`src/rtl/core/cpbe_pkg.sv`:
```
// cpbe_pkg: shared types, codes, constants and CRC/header helpers for the
// controller-pak block engine. No dependencies.
`timescale 1ns / 1ps
`default_nettype none
package cpbe_pkg;

    localparam int PAK_COUNT_DEF   = 4;
    localparam int PAK_BYTES_DEF   = 32768;
    localparam int BLOCK_BYTES     = 32;
    localparam int HDR_WORDS       = 34;
    localparam int BASE_W          = 14;

    localparam logic [7:0]  CRC_POLY  = 8'h85;
    localparam logic [15:0] ADDR_BAD  = 16'h8001;
    localparam logic [15:0] BLK_MASK  = 16'hFFE0;
    localparam logic [63:0] FILL_WORD = 64'h0003_0003_0003_0003;
    localparam logic [7:0]  ID_BYTE   = 8'h05;

    // request codes
    localparam logic [2:0] REQ_STATUS = 3'd0;
    localparam logic [2:0] REQ_PROBE  = 3'd1;
    localparam logic [2:0] REQ_READ   = 3'd2;
    localparam logic [2:0] REQ_WRITE  = 3'd3;
    localparam logic [2:0] REQ_FORMAT = 3'd4;

    // status codes
    localparam logic [7:0] ST_NONE       = 8'h00;
    localparam logic [7:0] ST_STATUS     = 8'h03;
    localparam logic [7:0] ST_STATUS_ABS = 8'h83;
    localparam logic [7:0] ST_PROBE      = 8'h04;
    localparam logic [7:0] ST_PROBE_ABS  = 8'h84;
    localparam logic [7:0] ST_READ       = 8'h21;
    localparam logic [7:0] ST_READ_ABS   = 8'hA1;
    localparam logic [7:0] ST_WRITE      = 8'h01;
    localparam logic [7:0] ST_WRITE_ABS  = 8'h81;

    // work kinds handed to the back end
    localparam logic [1:0] K_REPLY  = 2'd0;
    localparam logic [1:0] K_READ   = 2'd1;
    localparam logic [1:0] K_WRITE  = 2'd2;
    localparam logic [1:0] K_FORMAT = 2'd3;

    typedef struct packed {
        logic [1:0]        kind;
        logic [7:0]        status;
        logic [63:0]       reply;
        logic              unch;
        logic              mem_en;
        logic [BASE_W-1:0] base;
        logic              first;
        logic              last;
        logic [63:0]       data;
    } t_cmd;

    function automatic logic [7:0] crc_byte(input logic [7:0] crc, input logic [7:0] b);
        logic [7:0] c;
        logic [7:0] tap;
        c = crc;
        for (int i = 7; i >= 0; i--) begin
            tap = c[7] ? CRC_POLY : 8'h00;
            c   = {c[6:0], b[i]} ^ tap;
        end
        return c;
    endfunction

    function automatic logic [63:0] header_word(input logic [5:0] w);
        logic [63:0] v;
        case (w)
            6'd0:  v = 64'h8101_0203_0405_0607;
            6'd1:  v = 64'h0809_0a0b_0c0d_0e0f;
            6'd2:  v = 64'h1011_1213_1415_1617;
            6'd3:  v = 64'h1819_1a1b_1c1d_1e1f;
            6'd4, 6'd12, 6'd16, 6'd24:
                   v = 64'hffff_ffff_051a_5f13;
            6'd6, 6'd14, 6'd18, 6'd26:
                   v = 64'hffff_ffff_ffff_ffff;
            6'd7, 6'd15, 6'd19, 6'd27:
                   v = 64'hffff_01ff_6625_99cd;
            6'd32: v = 64'h0071_0003_0003_0003;
            6'd33: v = FILL_WORD;
            default: v = 64'h0;
        endcase
        return v;
    endfunction

endpackage
`default_nettype wire

```
`src/rtl/core/cpbe_front.sv`:
```
// cpbe_front: accepts requests, classifies them into commands and queues
// them (two entries) for the back end. Depends on cpbe_pkg.
`timescale 1ns / 1ps
`default_nettype none
module cpbe_front #(
    parameter int PAK_COUNT = cpbe_pkg::PAK_COUNT_DEF,
    parameter int PAK_BYTES = cpbe_pkg::PAK_BYTES_DEF
) (
    input  wire logic           i_clk,
    input  wire logic           i_rst_n,
    input  wire logic           i_in_valid,
    output logic                o_in_ready,
    input  wire logic [2:0]     i_req_type,
    input  wire logic [1:0]     i_channel,
    input  wire logic           i_tx_error,
    input  wire logic [15:0]    i_pak_address,
    input  wire logic [1:0]     i_chunk_index,
    input  wire logic [63:0]    i_write_word,
    input  wire logic [3:0]     i_present_mask,
    input  wire logic [3:0]     i_pak_mask,
    output cpbe_pkg::t_cmd      o_cmd,
    output logic                o_cmd_valid,
    input  wire logic           i_pop
);
    import cpbe_pkg::*;

    localparam int WPP = PAK_BYTES / 8;

    t_cmd              w_cmd;
    logic              w_present;
    logic              w_has_pak;
    logic              w_valid;
    logic [15:0]       w_blk;
    logic [BASE_W-1:0] w_base;

    t_cmd       r_q [2];
    logic       r_wp;
    logic       r_rp;
    logic [1:0] r_cnt;
    logic       w_push;

    always_comb begin
        w_present = i_present_mask[i_channel];
        w_has_pak = (int'(i_channel) < PAK_COUNT) && i_pak_mask[i_channel];
        w_blk     = i_pak_address & BLK_MASK;
        w_valid   = (i_pak_address != ADDR_BAD) && (w_blk <= 16'(PAK_BYTES - BLOCK_BYTES));
        w_base    = BASE_W'(32'(i_channel) * 32'(WPP)) + BASE_W'(w_blk[15:3]);

        w_cmd        = '0;
        w_cmd.mem_en = w_has_pak && w_valid;
        w_cmd.base   = w_base;
        w_cmd.first  = (i_chunk_index == 2'd0);
        w_cmd.last   = (i_chunk_index == 2'd3);
        w_cmd.data   = i_write_word;
        w_cmd.kind   = K_REPLY;
        case (i_req_type)
            REQ_STATUS: begin
                if (i_tx_error) begin
                    w_cmd.unch = 1'b1;
                end else if (w_present) begin
                    w_cmd.status = ST_STATUS;
                    w_cmd.reply  = {ID_BYTE, 8'h00, 7'b0, w_has_pak, 40'b0};
                end else begin
                    w_cmd.status = ST_STATUS_ABS;
                end
            end
            REQ_PROBE: begin
                w_cmd.status = w_present ? ST_PROBE : ST_PROBE_ABS;
            end
            REQ_READ: begin
                w_cmd.status = w_present ? ST_READ : ST_READ_ABS;
                w_cmd.kind   = w_present ? K_READ : K_REPLY;
            end
            REQ_WRITE: begin
                w_cmd.status = w_present ? ST_WRITE : ST_WRITE_ABS;
                w_cmd.kind   = w_present ? K_WRITE : K_REPLY;
                w_cmd.base   = w_base + BASE_W'(i_chunk_index);
            end
            REQ_FORMAT: begin
                w_cmd.kind = K_FORMAT;
            end
            default: begin
                w_cmd.unch = 1'b1;
            end
        endcase
    end

    assign o_in_ready  = (r_cnt != 2'd2);
    assign w_push      = i_in_valid && o_in_ready;
    assign o_cmd       = r_q[r_rp];
    assign o_cmd_valid = (r_cnt != 2'd0);

    always_ff @(posedge i_clk) begin
        if (w_push) begin
            r_q[r_wp] <= w_cmd;
        end
    end

    always_ff @(posedge i_clk) begin
        if (!i_rst_n) begin
            r_wp  <= 1'b0;
            r_rp  <= 1'b0;
            r_cnt <= 2'd0;
        end else begin
            if (w_push) begin
                r_wp <= ~r_wp;
            end
            if (i_pop) begin
                r_rp <= ~r_rp;
            end
            r_cnt <= r_cnt + 2'(w_push) - 2'(i_pop);
        end
    end

endmodule
`default_nettype wire

```
`config.mk`:
```
export PLATFORM = sky130hd
export DESIGN_NAME = cpbe_front
export DESIGN_NICKNAME = d
export VERILOG_FILES = /design/src/rtl/core/cpbe_pkg.sv /design/src/rtl/core/cpbe_front.sv
export SDC_FILE = /design/constraint.sdc
export NUM_CORES = 1
export LEC_CHECK = 0
export ABC_AREA = 1
export BUFFER_PORTS_ARGS = -buffer_cell sky130_fd_sc_hd__buf_2
export CAP_MARGIN = 15
export CELL_PAD_IN_SITES_DETAIL_PLACEMENT = 0
export CELL_PAD_IN_SITES_GLOBAL_PLACEMENT = 1
export CORE_MARGIN = 2
export CORE_UTILIZATION = 45
export DETAILED_ROUTE_END_ITERATION = 7
export GPL_TIMING_DRIVEN = 1
export PLACE_DENSITY_LB_ADDON = 0.25
export SYNTH_ARGS = -nofsm -noshare
export SYNTH_HDL_FRONTEND = slang
export SYNTH_SLANG_ARGS = --single-unit
export TNS_END_PERCENT = 100
```
`constraint.sdc`:
```
create_clock -name i_clk -period 7.9 [get_ports i_clk]
set_clock_uncertainty 0.1 [all_clocks]
set_input_delay 1.185 -clock i_clk [delete_from_list [all_inputs] [get_ports i_clk]]
set_output_delay 1.185 -clock i_clk [all_outputs]
set_load 0.05 [all_outputs]
```
==> flow_metrics.tcl, run 1 <==
set metrics [dict create \
    via_count 3884 \
    postCtsHoldBufs 0 \
    cp_cell_sequence "buf_4 -> mux2_4 -> buf_2" \
    cp_max_fo 57 \
    finalHoldViolations 0 \
    fp.dieArea_um2 18760 \
    drc 0 \
    max_stage_delay_ns 1.06 \
    clk_path_buf_depth 2 \
    crit_cells 3 \
    layout_commonest_cell "buf_2" \
    grt_usage_pct 13.78 \
    relSlewSlack_pct 27.15 \
    power_density_nw_per_um2 277.5 \
    post_cts_buffers 0 \
    die_y_um 137.0 \
    wire_per_inst_um 15.39 \
    post-route-min-period_ns 4.062 \
    arrival_ns 2.78 \
    clk_latency_ns 0.41 \
    viasPerCell 4.464 \
    grt_antenna_before_repair 1 \
    min_period_over_period_pct 51.42 \
    fmax_mhz 246.2 \
    pin_count 258 \
    cts_resized 0 \
    syn_to_final_growth_pct 17.98 \
    drt_pass1_iterations 4 \
    maxCapViolations 0 \
    p_leak_nw 3.905 \
    cp_slowest_cell "dfxtp_4" \
    worstMarginPinSlew_ns 1.093 \
    avgSynthCellArea_um2 18.50 \
    worst-r2r-cell-count 6 \
    status "finished clean" \
    synth.distinct_cells 20 \
    clockRootBuffer "clkbuf_16" \
    seq_area_frac_synth_pct 69.97 \
    hold_depth 2 \
    rows 48 \
    final_core_util_pct 54.25 \
    crit_family "flip-flops" \
    ir_drop_mv 0.1520 \
    drt-total-wl_mm 13.39 \
    rsz0062_at_grt "false" \
    end_kind "primary output" \
    preCtsSetupSlack_ns 4.175 \
    ant_nets 0 \
    initial_core_util_pct 45.99 \
    cts_tree "done" \
    ys_warn_count 0 \
    gp_congestion 0.7248 \
    setup_viol 0 \
    ys_ff_latch 187 \
    cp.buffers_inverters 2 \
    required_ns 6.61 \
    grt_pass1_vias 3822 \
    timing.final.ws_setup_ns 3.838 \
    final_cell_mix "188 x buf_2, 182 x edfxtp_1, 90 x mux2_4, 64 x conb_1, 25 x nand2_1" \
    chipWidth_um 137.0 \
    cts_max_level 4 \
    fillers 1436 \
    portBuffers 188 \
    grt_pass1_wl_mm 19.15 \
    worst_hold_path_type "flop to flop" \
    overflow 0 \
    layout.nets 733 \
    critical_path_class "flop to primary output" \
    design_area_um2 9384 \
    tns_ns 0 \
    drive_gt1_share_pct 49.14 \
    startpoint_type "flop" \
    cts_made_buffers 17 \
    dp_hpwl_mm 9.120 \
    core_area_um2 17300 \
    dp_cells 835 \
    drt_iter0_markers 142 \
    clkSinkCount 187 \
    slew_viol_final 0 \
    clk_pin_slew_ns 0.06 \
    netlist_instances 430 \
    grt_max_degree 58 \
    placed_cell_area_um2 8782 \
    netlist_area_um2 7954 \
    final_cells 870 \
]
-- final timing paths --
kind	startpoint	end	slack [ns]
min	r_rp	flop	0.40
max reg2reg	r_cnt[0]	r_q[0][18]	5.59
min reg2reg	r_rp	flop	0.40
max	flop	o_cmd[58]	3.84
-- tightest hold or removal path, stage by stage, from the launching register on --
cell	delay (ns)
dfxtp_1	0.33
nor2_1	0.06
nor2_1	0.08
-- state kept, by name, summed over array words and instances (netlist names), named ones only --
name / cells
r_wp: 1
r_rp: 1
r_cnt: 2
r_q: 182
-- cells by family after synthesis --
group / after synthesis / share of synthesized area [%]
buffers and inverters: 92 / 9.344
multiplexers: 91 / 17.13
AO/OA/AOI/OAI: 4 / 0.2674
adder cells (fa/ha/maj): 3 / 0.4720
XOR/XNOR: 1 / 0.1101
flip-flops: 187 / 69.97
other: 1 / 0.04715
AND/OR/NAND/NOR: 51 / 2.659
-- layout make-up --
class	count	area [um^2]	share of cell area [%]
inverter	17	63.81	0.6800
multi-input combinational	214	1897	20.21
clock inverter	13	143.9	1.533
sequential	187	5569	59.35
timing repair buffer	193	991.0	10.56
antenna	2	5.005	0.05333
tap	225	281.5	3.000
clock buffer	19	432.9	4.613
-- layer usage --
metal	GRT usage [%]	wire, um
met1	16.38	5522
met2	23.05	6613
met3	4.741	1076
met4	5.384	163
met5	0	13
-- through the flow --
| stage | total power, W | hold slack [ns] |
|---|---|---|
| 6_report | 0.002604 | 0.3950 |
| 5_1_grt | 0.002700 | 0.4467 |
| 4_1_cts | 0.002632 | 0.4048 |
| 3_5_place_dp | 0.001809 | 0.3890 |
| 3_3_place_gp | 0.001799 | 0.3769 |
| 2_1_floorplan | 0.001739 | 0.3635 |
-- power by group --
| part | total [W] | leakage (nW) | switching [W] | internal (W) |
|---|---|---|---|---|
| combinational | 0.000561 | 1.90 | 0.000404 | 0.000157 |
| sequential | 0.00122 | 1.74 | 0.0000330 | 0.00119 |
| clock | 0.000820 | 0.259 | 0.000352 | 0.000468 |
-- cell usage after synthesis (all sizes together) --
master,count,area (um^2)
nor3,2,10.01
xor2,1,8.760
o21ai,1,5.000
mux2,91,1363
nand3b,1,7.510
nor2,13,48.80
and2,1,6.260
ha,3,37.54
buf,75,679.4
nand3,9,45.04
inv,17,63.81
conb,1,3.750
dfxtp,5,100.1
a21oi,2,10.01
o22ai,1,6.260
nand2,25,93.84
edfxtp,182,5465
Power figures use the tool's default switching activity.
==> run 2: changes to the inputs <==
ABC_AREA = 0   (was 1)
CORE_UTILIZATION = 41   (was 45)
clock period = 4.1 ns   (was 7.9 ns; I/O delays follow)
==> flow_metrics.tcl, run 2 <==
set metrics [dict create \
    worst-r2r-cell-count 4 \
    grt_max_degree 57 \
    drt_iter0_markers 218 \
    status "finished clean" \
    grt_pass1_vias 3911 \
    drt-total-wl_mm 13.34 \
    dp_hpwl_mm 8.957 \
    clkSinkCount 187 \
    ys_ff_latch 187 \
    startpoint_type "flop" \
    tns_ns 0 \
    required_ns 3.38 \
    drc 0 \
    ys_top_cells_by_count "182 x edfxtp_1, 91 x mux2_2, 65 x buf_4" \
    yosysTopAreaCell "edfxtp_1" \
    grt_usage_pct 13.67 \
    pin_count 258 \
    clk_latency_ns 0.42 \
    yosysTopAreaCellShare_pct 72.90 \
    synth.distinct_cells 31 \
    ir_drop_mv 0.2871 \
    async_reset_ff_share_pct 0 \
    post_cts_buffers 0 \
    portBuffers 188 \
    clk_path_buf_depth 2 \
    grt_pass1_wl_mm 20.44 \
    power_density_nw_per_um2 557.3 \
    clk_pin_slew_ns 0.07 \
    fp.dieArea_um2 19380 \
    worst_hold_path_type "primary input to flop" \
    reg_top3 "r_q (182), r_cnt (2)" \
    arrival_ns 2.13 \
    postCtsHoldBufs 0 \
    slew_viol_final 0 \
    regToRegStartpoint "r_cnt[0]" \
    netlist_instances 406 \
    regMostFlops "r_q" \
    finalHoldViolations 0 \
    chipWidth_um 139.2 \
    cts_tree "done" \
    wire_per_inst_um 15.74 \
    netlist_area_um2 7497 \
    yosys_most_used_dff "edfxtp_1" \
    end_kind "primary output" \
    gp_congestion 0.7159 \
    multi_input_area_um2 1620 \
    fillers 1590 \
    rr_endpoint "r_q[0][34]" \
    seqCellArea_um2 5569 \
    core_area_um2 17960 \
    yosysMostFrequentCell "edfxtp_1" \
    ff2ff_setup_slack_ns 2.15 \
    final_cell_mix "188 x buf_2, 182 x edfxtp_1, 91 x mux2_2, 64 x conb_1, 17 x clkbuf_16" \
    via_count 3886 \
    layout_commonest_cell "buf_2" \
    ant_nets 0 \
    cp_max_fo 56 \
    relSlewSlack_pct 63.64 \
    ys_warn_count 0 \
    holdCritStartpoint "i_write_word[36]" \
    layout.nets 707 \
    maxCapViolations 0 \
    syn_to_final_growth_pct 20.56 \
    min_period_over_period_pct 69.30 \
    critical_path_class "flop to primary output" \
    grt_antenna_before_repair 0 \
    setup_viol 0 \
    fmax_mhz 351.9 \
    post-route-min-period_ns 2.841 \
    rsz0062_at_grt "false" \
    die_y_um 139.2 \
    viasPerCell 4.588 \
    drt_pass1_iterations 4 \
    worstMarginPinSlew_ns 0.5454 \
    cts_made_buffers 17 \
    initial_core_util_pct 41.74 \
    overflow 0 \
    clockRootBuffer "clkbuf_16" \
    cts_max_level 4 \
    cts_resized 0 \
    synthTopCellsByArea "edfxtp_1 73%, mux2_2 14%, buf_4 6.5%" \
    rows 49 \
    avgSynthCellArea_um2 18.47 \
    largest_register_ffs 182 \
    synth_edf_count 182 \
    drive_gt1_share_pct 51.70 \
    seq_area_frac_synth_pct 74.23 \
    p_leak_nw 3.504 \
    critPathCapture "o_cmd[60]" \
    final_core_util_pct 50.32 \
]
[run 2: worst min-delay path by stage]
stage / end / slack [ns] / cells past startpoint
3_5_place_dp: flop / 0.41 / 2
6_report: r_q[1][36] / 0.27 / 1
4_1_cts: r_q[1][36] / 0.25 / 1
5_1_grt: r_q[1][36] / 0.25 / 1
2_1_floorplan: flop / 0.38 / 2
3_3_place_gp: r_rp / 0.39 / 2
[run 2: worst max-delay path, stage by stage (launching register included)]
cell and delay [ns]:
dfxtp_4 0.66, buf_12 0.36, mux2_2 0.38, buf_2 0.22
[run 2: report_power, final]
group	internal, W	leakage [nW]	switching (W)
sequential	0.00231	1.74	0.0000510
combinational	0.000283	1.50	0.000888
clock	0.000789	0.257	0.000715
[run 2: cell families after synthesis]
logic type	synth area share (%)
other cells	0.05002
compound gates	0.8678
buf+inv	7.376
fa+ha+maj	0.5007
flops	74.23
xor+xnor	0.3505
simple gates	2.303
mux	14.32
[run 2: layout make-up]
class                      count  share of cell area [%]
timing repair buffer         191                   11.07
antenna                        1                 0.02769
multi-input combinational    203                   17.93
sequential                   187                   61.61
tap                          229                   3.170
clock inverter                14                   1.246
clock buffer                  18                   4.748
inverter                       4                  0.1938
[run 2: stage by stage]
step / cell area (um^2) / std cells / worst slack, ns / hold WS [ns] / power, W
final: 9039 / 847 / 1.259 / 0.2736 / 0.005037
after global routing: 9036 / 846 / 1.133 / 0.2544 / 0.005234
after CTS: 9036 / 846 / 1.203 / 0.2498 / 0.005097
after detailed placement: 8494 / 814 / 1.668 / 0.4127 / 0.003588
after global placement: 8494 / 814 / 1.697 / 0.3946 / 0.003569
after floorplan: 7734 / 469 / 0.4516 / 0.3799 / 0.003376
[run 2: metal layers]
layer	track usage, %	part of all wire, %	vias to the layer above
met3	4.405	7.3	13
met5	0	0	-
met4	5.742	1.4	0
li1	-	-	1819
met1	16.81	43	1891
met2	22.37	48	163
